### config.mk
export PLATFORM = sky130hd
export DESIGN_NAME = antialiased_line_raster
export DESIGN_NICKNAME = d
export VERILOG_FILES = /design/src/sv/arl_pkg.sv /design/src/sv/arl_ctrl.sv /design/src/sv/arl_dpath.sv /design/src/sv/antialiased_line_raster.sv
export SDC_FILE = /design/constraint.sdc
export NUM_CORES = 2
export LEC_CHECK = 0
export ABC_CLOCK_PERIOD_IN_PS = 16600
export BUFFER_PORTS_ARGS = -buffer_cell sky130_fd_sc_hd__buf_2
export CORE_MARGIN = 5
export CORE_UTILIZATION = 65
export CTS_BUF_LIST = sky130_fd_sc_hd__clkbuf_8
export DETAILED_ROUTE_END_ITERATION = 10
export PLACE_DENSITY = 0.92
export SLEW_MARGIN = 20
export SYNTH_ARGS = -nofsm -noshare
export SYNTH_HDL_FRONTEND = slang
export SYNTH_SLANG_ARGS = --single-unit
### constraint.sdc
create_clock -name clk -period 16.6 [get_ports clk]
set_clock_uncertainty 0.15 [all_clocks]
set_input_delay 1.66 -clock clk [delete_from_list [all_inputs] [get_ports clk]]
set_output_delay 1.66 -clock clk [all_outputs]
set_load 0.05 [all_outputs]
### src/sv/arl_pkg.sv
// shared constants, word types and control structs for the antialiased line rasterizer
`default_nettype none
package arl_pkg;

  // coordinate format of the input words
  localparam int COORD_INT_BITS  = 12;
  localparam int COORD_FRAC_BITS = 4;
  localparam int COORD_W         = COORD_INT_BITS + COORD_FRAC_BITS;
  // screen coordinates carry one extra bit for the far pixel
  localparam int PIX_W           = COORD_INT_BITS + 1;
  localparam int BRIGHT_BITS     = 8;
  // default gradient precision
  localparam int SLOPE_FRAC_BITS = 16;

  // input function codes
  localparam logic FUNC_START = 1'b0;
  localparam logic FUNC_STEP  = 1'b1;

  typedef struct packed {
    logic               func;
    logic [COORD_W-1:0] start_x;
    logic [COORD_W-1:0] start_y;
    logic [COORD_W-1:0] end_x;
    logic [COORD_W-1:0] end_y;
  } in_word_t;

  typedef struct packed {
    logic [PIX_W-1:0]       near_px;
    logic [PIX_W-1:0]       near_py;
    logic [BRIGHT_BITS-1:0] near_bright;
    logic [PIX_W-1:0]       far_px;
    logic [PIX_W-1:0]       far_py;
    logic [BRIGHT_BITS-1:0] far_bright;
    logic                   last_column;
  } out_word_t;

  typedef enum logic [1:0] {
    ST_IDLE,
    ST_DIV,
    ST_ENDS,
    ST_PAIRS
  } arl_state_t;

  // commands from controller to datapath
  typedef struct packed {
    logic load;       // latch ordered endpoints, seed the divider
    logic div_step;   // one quotient bit
    logic ends;       // slope and endpoint minor positions
    logic pairs;      // first and tail pairs, seed the column walk
    logic emit_tail;  // show the second endpoint pair
    logic emit_body;  // show one interior pair and advance
  } arl_cmd_t;

  // status from datapath to controller
  typedef struct packed {
    logic out_free;
    logic div_last;
    logic tail_last;
    logic body_last;
  } arl_sts_t;

endpackage
`default_nettype wire

### src/sv/arl_ctrl.sv
// controller state machine: handshake, line state and sequencing of the datapath
`default_nettype none
module arl_ctrl (
  input  wire logic               clk,
  input  wire logic               rst_n,
  input  wire logic               in_valid,
  input  wire logic               in_func,
  output logic                    in_ready,
  input  wire arl_pkg::arl_sts_t  sts,
  output arl_pkg::arl_cmd_t       cmd
);

  arl_pkg::arl_state_t state_r, state_nxt;
  logic busy_r, busy_nxt;
  logic phase_r, phase_nxt;
  logic accept;

  assign in_ready = (state_r == arl_pkg::ST_IDLE) && sts.out_free;
  assign accept   = in_valid && in_ready;

  // state registers
  always_ff @(posedge clk) begin
    if (!rst_n) begin
      state_r <= arl_pkg::ST_IDLE;
      busy_r  <= 1'b0;
      phase_r <= 1'b0;
    end else begin
      state_r <= state_nxt;
      busy_r  <= busy_nxt;
      phase_r <= phase_nxt;
    end
  end

  // next state and commands
  always_comb begin
    state_nxt = state_r;
    busy_nxt  = busy_r;
    phase_nxt = phase_r;
    cmd       = '0;
    case (state_r)
      arl_pkg::ST_IDLE: begin
        if (accept) begin
          if (in_func == arl_pkg::FUNC_START) begin
            cmd.load  = 1'b1;
            busy_nxt  = 1'b0;
            state_nxt = arl_pkg::ST_DIV;
          end else if (busy_r) begin
            if (!phase_r) begin
              cmd.emit_tail = 1'b1;
              if (sts.tail_last) busy_nxt = 1'b0;
              else phase_nxt = 1'b1;
            end else begin
              cmd.emit_body = 1'b1;
              if (sts.body_last) busy_nxt = 1'b0;
            end
          end
        end
      end
      arl_pkg::ST_DIV: begin
        cmd.div_step = 1'b1;
        if (sts.div_last) state_nxt = arl_pkg::ST_ENDS;
      end
      arl_pkg::ST_ENDS: begin
        cmd.ends  = 1'b1;
        state_nxt = arl_pkg::ST_PAIRS;
      end
      arl_pkg::ST_PAIRS: begin
        cmd.pairs = 1'b1;
        busy_nxt  = 1'b1;
        phase_nxt = 1'b0;
        state_nxt = arl_pkg::ST_IDLE;
      end
      default: state_nxt = arl_pkg::ST_IDLE;
    endcase
  end

endmodule
`default_nettype wire

### src/sv/arl_dpath.sv
// datapath: endpoint ordering, slope divider, endpoint minors, pixel pair unit, output register
`default_nettype none
module arl_dpath #(
  parameter int SLOPE_FRAC_BITS = arl_pkg::SLOPE_FRAC_BITS
) (
  input  wire logic               clk,
  input  wire logic               rst_n,
  input  wire arl_pkg::arl_cmd_t  cmd,
  input  wire arl_pkg::in_word_t  in_word,
  output arl_pkg::arl_sts_t       sts,
  input  wire logic               out_ready,
  output logic                    out_valid,
  output arl_pkg::out_word_t      out_word
);

  localparam int SF    = SLOPE_FRAC_BITS;
  localparam int CF    = arl_pkg::COORD_FRAC_BITS;
  localparam int CW    = arl_pkg::COORD_W;
  localparam int PW    = arl_pkg::PIX_W;
  localparam int BB    = arl_pkg::BRIGHT_BITS;
  localparam int ACC_W = CW + SF - CF + 2;
  localparam int SL_W  = SF + 2;
  localparam int DXE_W = CF + 2;
  localparam int CNT_W = $clog2(SF + 2);
  localparam int MUL_W = SF + CF + 2;
  localparam int BR_W  = SF + CF + BB + 3;
  localparam logic [CW:0]      HALF    = (CW+1)'(1 << (CF - 1));
  localparam logic [CF:0]      ONE_C   = (CF+1)'(1 << CF);
  localparam logic [SF:0]      ONE_S   = (SF+1)'(1) << SF;
  localparam logic [BR_W-1:0]  RND     = BR_W'(1) << (SF + CF - 1);

  // rounded column of a coordinate
  function automatic logic [PW-1:0] col_of(input logic [CW-1:0] x);
    logic [CW:0] s;
    s = {1'b0, x} + HALF;
    return s[CW:CF];
  endfunction

  // gap fraction of a coordinate, frac(x + 0.5)
  function automatic logic [CF:0] gfrac(input logic [CW-1:0] x);
    logic [CW:0] s;
    s = {1'b0, x} + HALF;
    return {1'b0, s[CF-1:0]};
  endfunction

  // minor position at the rounded column of an endpoint
  function automatic logic signed [ACC_W-1:0] end_minor(
    input logic [CW-1:0] x, input logic [CW-1:0] y, input logic signed [SL_W-1:0] sl);
    logic [PW+CF:0]              cx;
    logic [PW+CF:0]              d;
    logic signed [DXE_W-1:0]     dxe;
    logic signed [SL_W+DXE_W-1:0] p;
    logic signed [ACC_W-1:0]     base;
    cx   = {1'b0, col_of(x), CF'(0)};
    d    = cx - (PW+CF+1)'(x);
    dxe  = $signed(d[DXE_W-1:0]);
    p    = sl * dxe;
    base = $signed(ACC_W'({y, (SF-CF)'(0)}));
    return base + ACC_W'(p >>> CF);
  endfunction

  // brightness of one pixel from its weight and the column gap
  function automatic logic [BB-1:0] bright(input logic [SF:0] w, input logic [CF:0] gap);
    logic [MUL_W-1:0] p;
    logic [BR_W-1:0]  t;
    p = MUL_W'(w) * MUL_W'(gap);
    t = (BR_W'(p) << BB) - BR_W'(p) + RND;
    return t[SF+CF+BB-1:SF+CF];
  endfunction

  // pixel pair for one column
  function automatic arl_pkg::out_word_t mk_pair(
    input logic st, input logic [PW-1:0] major,
    input logic signed [ACC_W-1:0] ymin, input logic [CF:0] gap);
    arl_pkg::out_word_t      w;
    logic [SF:0]             fy;
    logic signed [ACC_W-1:0] mn;
    logic [PW-1:0]           m0;
    logic [PW-1:0]           m1;
    fy = {1'b0, ymin[SF-1:0]};
    mn = ymin >>> SF;
    m0 = mn[PW-1:0];
    m1 = m0 + PW'(1);
    w.near_bright = bright(ONE_S - fy, gap);
    w.far_bright  = bright(fy, gap);
    w.near_px     = st ? m0 : major;
    w.near_py     = st ? major : m0;
    w.far_px      = st ? m1 : major;
    w.far_py      = st ? major : m1;
    w.last_column = 1'b0;
    return w;
  endfunction

  // endpoint and divider registers
  logic [CW-1:0] x0_r, y0_r, x1_r, y1_r;
  logic [CW-1:0] dx_r;
  logic [CW-1:0] rem_r;
  logic          feed_r;
  logic          neg_r;
  logic          steep_r;
  logic [SF:0]   quo_r;
  logic [CNT_W-1:0] cnt_r;
  logic signed [SL_W-1:0]  slope_r;
  logic signed [ACC_W-1:0] y0e_r, y1e_r;
  logic signed [ACC_W-1:0] accum_r;
  logic [PW-1:0] pos_r, stop_r;
  arl_pkg::out_word_t tail_r;
  arl_pkg::out_word_t out_r;
  logic          out_valid_r, out_valid_nxt;

  // endpoint ordering for a start word
  logic [CW-1:0] adx, ady, a0, b0, a1, b1, ux0, uy0, ux1, uy1;
  logic          steep, swap, dneg;
  always_comb begin
    adx   = (in_word.end_x > in_word.start_x) ? in_word.end_x - in_word.start_x
                                              : in_word.start_x - in_word.end_x;
    ady   = (in_word.end_y > in_word.start_y) ? in_word.end_y - in_word.start_y
                                              : in_word.start_y - in_word.end_y;
    steep = ady > adx;
    a0    = steep ? in_word.start_y : in_word.start_x;
    b0    = steep ? in_word.start_x : in_word.start_y;
    a1    = steep ? in_word.end_y : in_word.end_x;
    b1    = steep ? in_word.end_x : in_word.end_y;
    swap  = a0 > a1;
    ux0   = swap ? a1 : a0;
    uy0   = swap ? b1 : b0;
    ux1   = swap ? a0 : a1;
    uy1   = swap ? b0 : b1;
    dneg  = uy1 < uy0;
  end

  // restoring divide step
  logic [CW:0] trial;
  logic        ge;
  assign trial = {rem_r, feed_r};
  assign ge    = trial >= {1'b0, dx_r};

  // signed slope from the quotient
  logic signed [SL_W-1:0] slope_w;
  always_comb begin
    if (dx_r == '0) slope_w = $signed(SL_W'(ONE_S));
    else if (neg_r) slope_w = -$signed({1'b0, quo_r});
    else slope_w = $signed({1'b0, quo_r});
  end

  // pair units: a shared one for the first endpoint or an interior column, one for the tail
  arl_pkg::out_word_t pair_a, pair_t;
  always_comb begin
    if (cmd.pairs) pair_a = mk_pair(steep_r, col_of(x0_r), y0e_r, ONE_C - gfrac(x0_r));
    else pair_a = mk_pair(steep_r, pos_r, accum_r, ONE_C);
    pair_t = mk_pair(steep_r, col_of(x1_r), y1e_r, gfrac(x1_r));
  end

  logic [PW-1:0] pos_inc;
  assign pos_inc = pos_r + PW'(1);

  assign sts.out_free  = !out_valid_r || out_ready;
  assign sts.div_last  = (cnt_r == CNT_W'(SF));
  assign sts.tail_last = pos_r >= stop_r;
  assign sts.body_last = pos_inc >= stop_r;

  // emitted words with their last flag
  arl_pkg::out_word_t tail_w, body_w;
  always_comb begin
    tail_w             = tail_r;
    tail_w.last_column = sts.tail_last;
    body_w             = pair_a;
    body_w.last_column = sts.body_last;
  end

  // datapath registers
  always_ff @(posedge clk) begin
    if (cmd.load) begin
      x0_r    <= ux0;
      y0_r    <= uy0;
      x1_r    <= ux1;
      y1_r    <= uy1;
      steep_r <= steep;
      dx_r    <= ux1 - ux0;
      neg_r   <= dneg;
      rem_r   <= (dneg ? uy0 - uy1 : uy1 - uy0) >> 1;
      feed_r  <= dneg ? (uy0[0] ^ uy1[0]) : (uy1[0] ^ uy0[0]);
      quo_r   <= '0;
      cnt_r   <= '0;
    end
    if (cmd.div_step) begin
      rem_r  <= ge ? CW'(trial - {1'b0, dx_r}) : trial[CW-1:0];
      feed_r <= 1'b0;
      quo_r  <= {quo_r[SF-1:0], ge};
      cnt_r  <= cnt_r + CNT_W'(1);
    end
    if (cmd.ends) begin
      slope_r <= slope_w;
      y0e_r   <= end_minor(x0_r, y0_r, slope_w);
      y1e_r   <= end_minor(x1_r, y1_r, slope_w);
    end
    if (cmd.pairs) begin
      tail_r  <= pair_t;
      accum_r <= y0e_r + ACC_W'(slope_r);
      pos_r   <= col_of(x0_r) + PW'(1);
      stop_r  <= col_of(x1_r);
      out_r   <= pair_a;
    end
    if (cmd.emit_tail) begin
      out_r <= tail_w;
    end
    if (cmd.emit_body) begin
      out_r   <= body_w;
      pos_r   <= pos_inc;
      accum_r <= accum_r + ACC_W'(slope_r);
    end
  end

  // output word valid
  always_comb begin
    out_valid_nxt = out_valid_r && !out_ready;
    if (cmd.pairs || cmd.emit_tail || cmd.emit_body) out_valid_nxt = 1'b1;
  end

  always_ff @(posedge clk) begin
    if (!rst_n) out_valid_r <= 1'b0;
    else out_valid_r <= out_valid_nxt;
  end

  assign out_valid = out_valid_r;
  assign out_word  = out_r;

endmodule
`default_nettype wire

### src/sv/antialiased_line_raster.sv
// top level of the antialiased line rasterizer
//
//   channel  direction  handshake          word
//   in_      input      in_valid/in_ready  arl_pkg::in_word_t
//   out_     output     out_valid/out_ready arl_pkg::out_word_t
//
// a start word passes through endpoint ordering, the bit-serial slope divider,
// the endpoint minors and the pair unit before its first pair shows;
// a step word moves the next pair straight into the output register; words are
// taken only while the controller is idle and the output register is empty or
// being drained, so line setup and a stalled output hold off the input
// rst_n is synchronous and clears the controller and the output valid
`default_nettype none
module antialiased_line_raster #(
  parameter int SLOPE_FRAC_BITS = arl_pkg::SLOPE_FRAC_BITS
) (
  input  wire logic               clk,
  input  wire logic               rst_n,
  input  wire logic               in_valid,
  output logic                    in_ready,
  input  wire arl_pkg::in_word_t  in_word,
  output logic                    out_valid,
  input  wire logic               out_ready,
  output arl_pkg::out_word_t      out_word
);

  arl_pkg::arl_cmd_t cmd;
  arl_pkg::arl_sts_t sts;

  // sequencing
  arl_ctrl u_ctrl (
    .clk      (clk),
    .rst_n    (rst_n),
    .in_valid (in_valid),
    .in_func  (in_word.func),
    .in_ready (in_ready),
    .sts      (sts),
    .cmd      (cmd)
  );

  // arithmetic and output register
  arl_dpath #(
    .SLOPE_FRAC_BITS (SLOPE_FRAC_BITS)
  ) u_dpath (
    .clk       (clk),
    .rst_n     (rst_n),
    .cmd       (cmd),
    .in_word   (in_word),
    .sts       (sts),
    .out_ready (out_ready),
    .out_valid (out_valid),
    .out_word  (out_word)
  );

endmodule
`default_nettype wire

==> results.sh <==
export IMPL_postRouteAntennaNets=0
export IMPL_synth_xor_area_share_pct=7.48
export IMPL_layout_setup_ws_ps=2240
export IMPL_reg2reg_depth=41
export IMPL_synth_adder_area_share_pct=27.9
export IMPL_slew_headroom_pct=17.1
export IMPL_grt_pass1_vias=41800
export IMPL_placedCellCount=6486
export IMPL_cts_made_buffers=69
export IMPL_synth_top_family_by_area="adder cells"
export IMPL_ys_warn_count=0
export IMPL_drt_initial_drc_count=4771
export IMPL_finalHoldViolCount=0
export IMPL_clk_pin_slew_ps=60
export IMPL_worst_setup_path_start_kind="input pin"
export IMPL_min_period_ps=14360
export IMPL_synth_ff_type="edfxtp_1"
export IMPL_ys_seq_area_share_pct=23.9
export IMPL_final_seq_area_um2=11800
export IMPL_rows=100
export IMPL_via_count=42400
export IMPL_critical_path_max_stage_delay_ps=680
export IMPL_avgSynthCellArea_um2=8.86
export IMPL_die_w_um=285
export IMPL_async_flop_share_pct=0
export IMPL_synth_compound_area_share_pct=14.5
export IMPL_r2r_start="u_dpath.x0_r[0]"
export IMPL_clockRootBuffer="clkbuf_8"
export IMPL_slowest_stage="inv_2"
export IMPL_clock_fmax_mhz=69.6
export IMPL_hold_path_end="u_dpath.out_word[56]"
export IMPL_coreArea_um2=74700
export IMPL_fin_crit_sh_pct=86.5
export IMPL_cp_required_ps=16820
export IMPL_synthToLayoutAreaGrowth_pct=5.99
export IMPL_yosysTopAreaCellShare_pct=23.7
export IMPL_cts_hold_fix_buffers=0
export IMPL_synth_area_um2=49200
export IMPL_totalWireLength_um=139000
export IMPL_postCtsSetupBuffers=0
export IMPL_synth_area_leader_cell="edfxtp_1"
export IMPL_port_buffers=139
export IMPL_antenna_found_initial=2
export IMPL_path_max_fanout=66
export IMPL_cts_max_level=3
export IMPL_r2r_end="u_dpath.y0e_r[27]"
export IMPL_syn_nets=6529
export IMPL_max_cap_violations=0
export IMPL_synthTopCellsByArea="edfxtp_1, ha_1, fa_1, inv_1, xnor2_1"
export IMPL_grt_max_degree=113
export IMPL_ys_ff_latch=394
export IMPL_muxShareOfSynthArea_pct=3.78
export IMPL_hold_path_class="reg2reg"
export IMPL_grt_ovfl_total=0
export IMPL_crit_path_frequent_cell="a21oi_1"
export IMPL_worstSetupPathType="in2reg"
export IMPL_start_util_pct=65.8
export IMPL_finalSetupViolations=0
export IMPL_io_pins=140
export IMPL_drive_gt1_share_pct=7.09
export IMPL_status="finished, violations left"
export IMPL_whs_path_depth=2
export IMPL_insertion_delay_ps=670
export IMPL_crit_path_end_kind="flip-flop"
export IMPL_multi_input_comb_area_um2=34200
export IMPL_grt_total_usage_pct=33.3
export IMPL_fillers=5173
export IMPL_drc=2
export IMPL_wl_per_cell_um=21.0
export IMPL_drt_pass1_iterations=11
export IMPL_die_h_um=285
export IMPL_dp_hpwl_um=106000
export IMPL_cts_resized=0
export IMPL_grt_setup_unrepaired="no"
export IMPL_preCtsSetupSlack_ps=2000
export IMPL_fin_nets=6567
export IMPL_grt_pass1_wl_um=220000
export IMPL_arrival_ps=14590
export IMPL_die_area_um2=81300
export IMPL_tightest_slew_ps=1240
export IMPL_synth_edff_count=388
export IMPL_synth_cell_types=94
export IMPL_slew_viol_final=0
export IMPL_min_from="u_dpath.tail_r[56]"
export IMPL_max_clock_path_buffers=3
export IMPL_fin_cells=6613
export IMPL_place_congestion=1.00
export IMPL_violations="DRC"
export IMPL_via_per_inst=6.41
export IMPL_fin_tns_setup_ps=0
export IMPL_syn_inst=5551
export IMPL_synth_simple_area_share_pct=15.8
export IMPL_cts_tree="built"
export IMPL_cts_sinks=394
export IMPL_r2r_slack_ps=5330
==> cell usage in the layout (no fill, tap or decap), types with 42 or more instances in the layout <==
cell type,synthesis,layout
o211ai_1,51,51
nor3_1,99,99
clkbuf_8,0,71
edfxtp_1,388,388
xor2_1,144,144
o21ai_0,218,217
ha_1,606,604
nor2_1,443,439
nand2b_1,71,71
a21o_1,119,119
inv_1,647,664
nand2_1,612,609
o21a_1,42,42
buf_2,16,139
o21bai_1,67,67
nand3_1,108,108
and2_1,150,150
mux2i_1,77,77
xnor2_1,271,269
a31oi_1,44,44
fa_1,303,303
a21oi_1,388,388
==> flip-flops by register name (all words and copies together) (netlist names) <==
signal,flops
u_ctrl.phase_r,1
u_dpath.y1_r,16
u_dpath.feed_r,1
u_dpath.dx_r,16
u_dpath.y0_r,16
u_dpath.x0_r,16
u_dpath.pos_r,13
u_dpath.steep_r,1
u_dpath.stop_r,13
u_dpath.x1_r,16
u_dpath.rem_r,16
u_dpath.slope_r,18
u_dpath.y0e_r,29
u_ctrl.busy_r,1
u_dpath.out_valid,1
u_dpath.cnt_r,5
u_ctrl.state_r,2
u_dpath.out_word,69
u_dpath.y1e_r,29
u_dpath.accum_r,29
u_dpath.quo_r,17
u_dpath.tail_r,68
u_dpath.neg_r,1
==> per-layer routing <==
layer  global-route usage, %  vias to the layer above  routed length, µm
li1                        -                    19100                  -
met1                    43.6                    20100              53300
met2                    54.0                     2556              63600
met3                    7.08                      557              15400
met4                    14.1                        2               6890
met5                       0                        -                 20
==> final cells by class <==
class                   instances  area share (%)
repair buffers                181            1.98
inverters                     651            4.69
diodes                          2         0.00960
flip-flops and latches        394            22.6
multi-input cells            4292            65.6
well taps                     969            2.33
clock inverters                53           0.903
clock buffers                  71            1.87
==> how the worst max path moves through the flow <==
stage	from	endpoint	slack (ps)	depth (start not counted)
after floorplan	in_word[49]	u_dpath.rem_r[9]	3210	58
after global placement	in_word[16]	u_dpath.rem_r[5]	2360	52
after detailed placement	in_word[16]	u_dpath.rem_r[9]	2000	51
after CTS	in_word[16]	u_dpath.rem_r[9]	2610	51
after global routing	in_word[0]	u_dpath.rem_r[9]	1480	49
final	in_word[16]	u_dpath.rem_r[9]	2240	51
==> cell families (layout without fill, tap and decap cells) <==
logic type	Yosys count	after routing
adder cells (fa/ha/maj)	914	914
multiplexers	141	141
other	0	2
XOR/XNOR	417	417
AND/OR/NAND/NOR	1695	1695
flip-flops	394	394
buffers and inverters	865	956
AO/OA/AOI/OAI	1125	1125
==> critical path: cells and delay by family <==
kind                     cells  cell delay, ps
XOR/XNOR                     2             300
AO/OA/AOI/OAI               27            6660
multiplexers                 5            1110
AND/OR/NAND/NOR              3             660
buffers and inverters        8            2290
adder cells (fa/ha/maj)      6            1830
==> metrics by stage <==
step	hold slack [ps]	cell area, µm²	utilization, %
CTS	371	52100	69.7
global placement	351	50600	67.8
finish	373	52100	69.8
global route	409	52100	69.8
detailed placement	356	50600	67.8
floorplan	338	49200	-
==> synth_stat cells (39+ instances only) <==
library cell	count
fa_1	303
and3_1	41
a21o_1	119
a31oi_1	44
and2_1	150
o21ai_0	218
inv_1	647
nor3_1	99
edfxtp_1	388
nand2b_1	71
clkbuf_1	158
xor2_1	144
ha_1	606
nor2_1	443
nor2b_1	39
o211ai_1	51
xnor2_1	271
o21a_1	42
o21bai_1	67
mux2i_1	77
nand2_1	612
nand3_1	108
a21oi_1	388
Power is not shown: default switching activity piles up to over one toggle a cycle in this logic, so the estimate is an artifact.
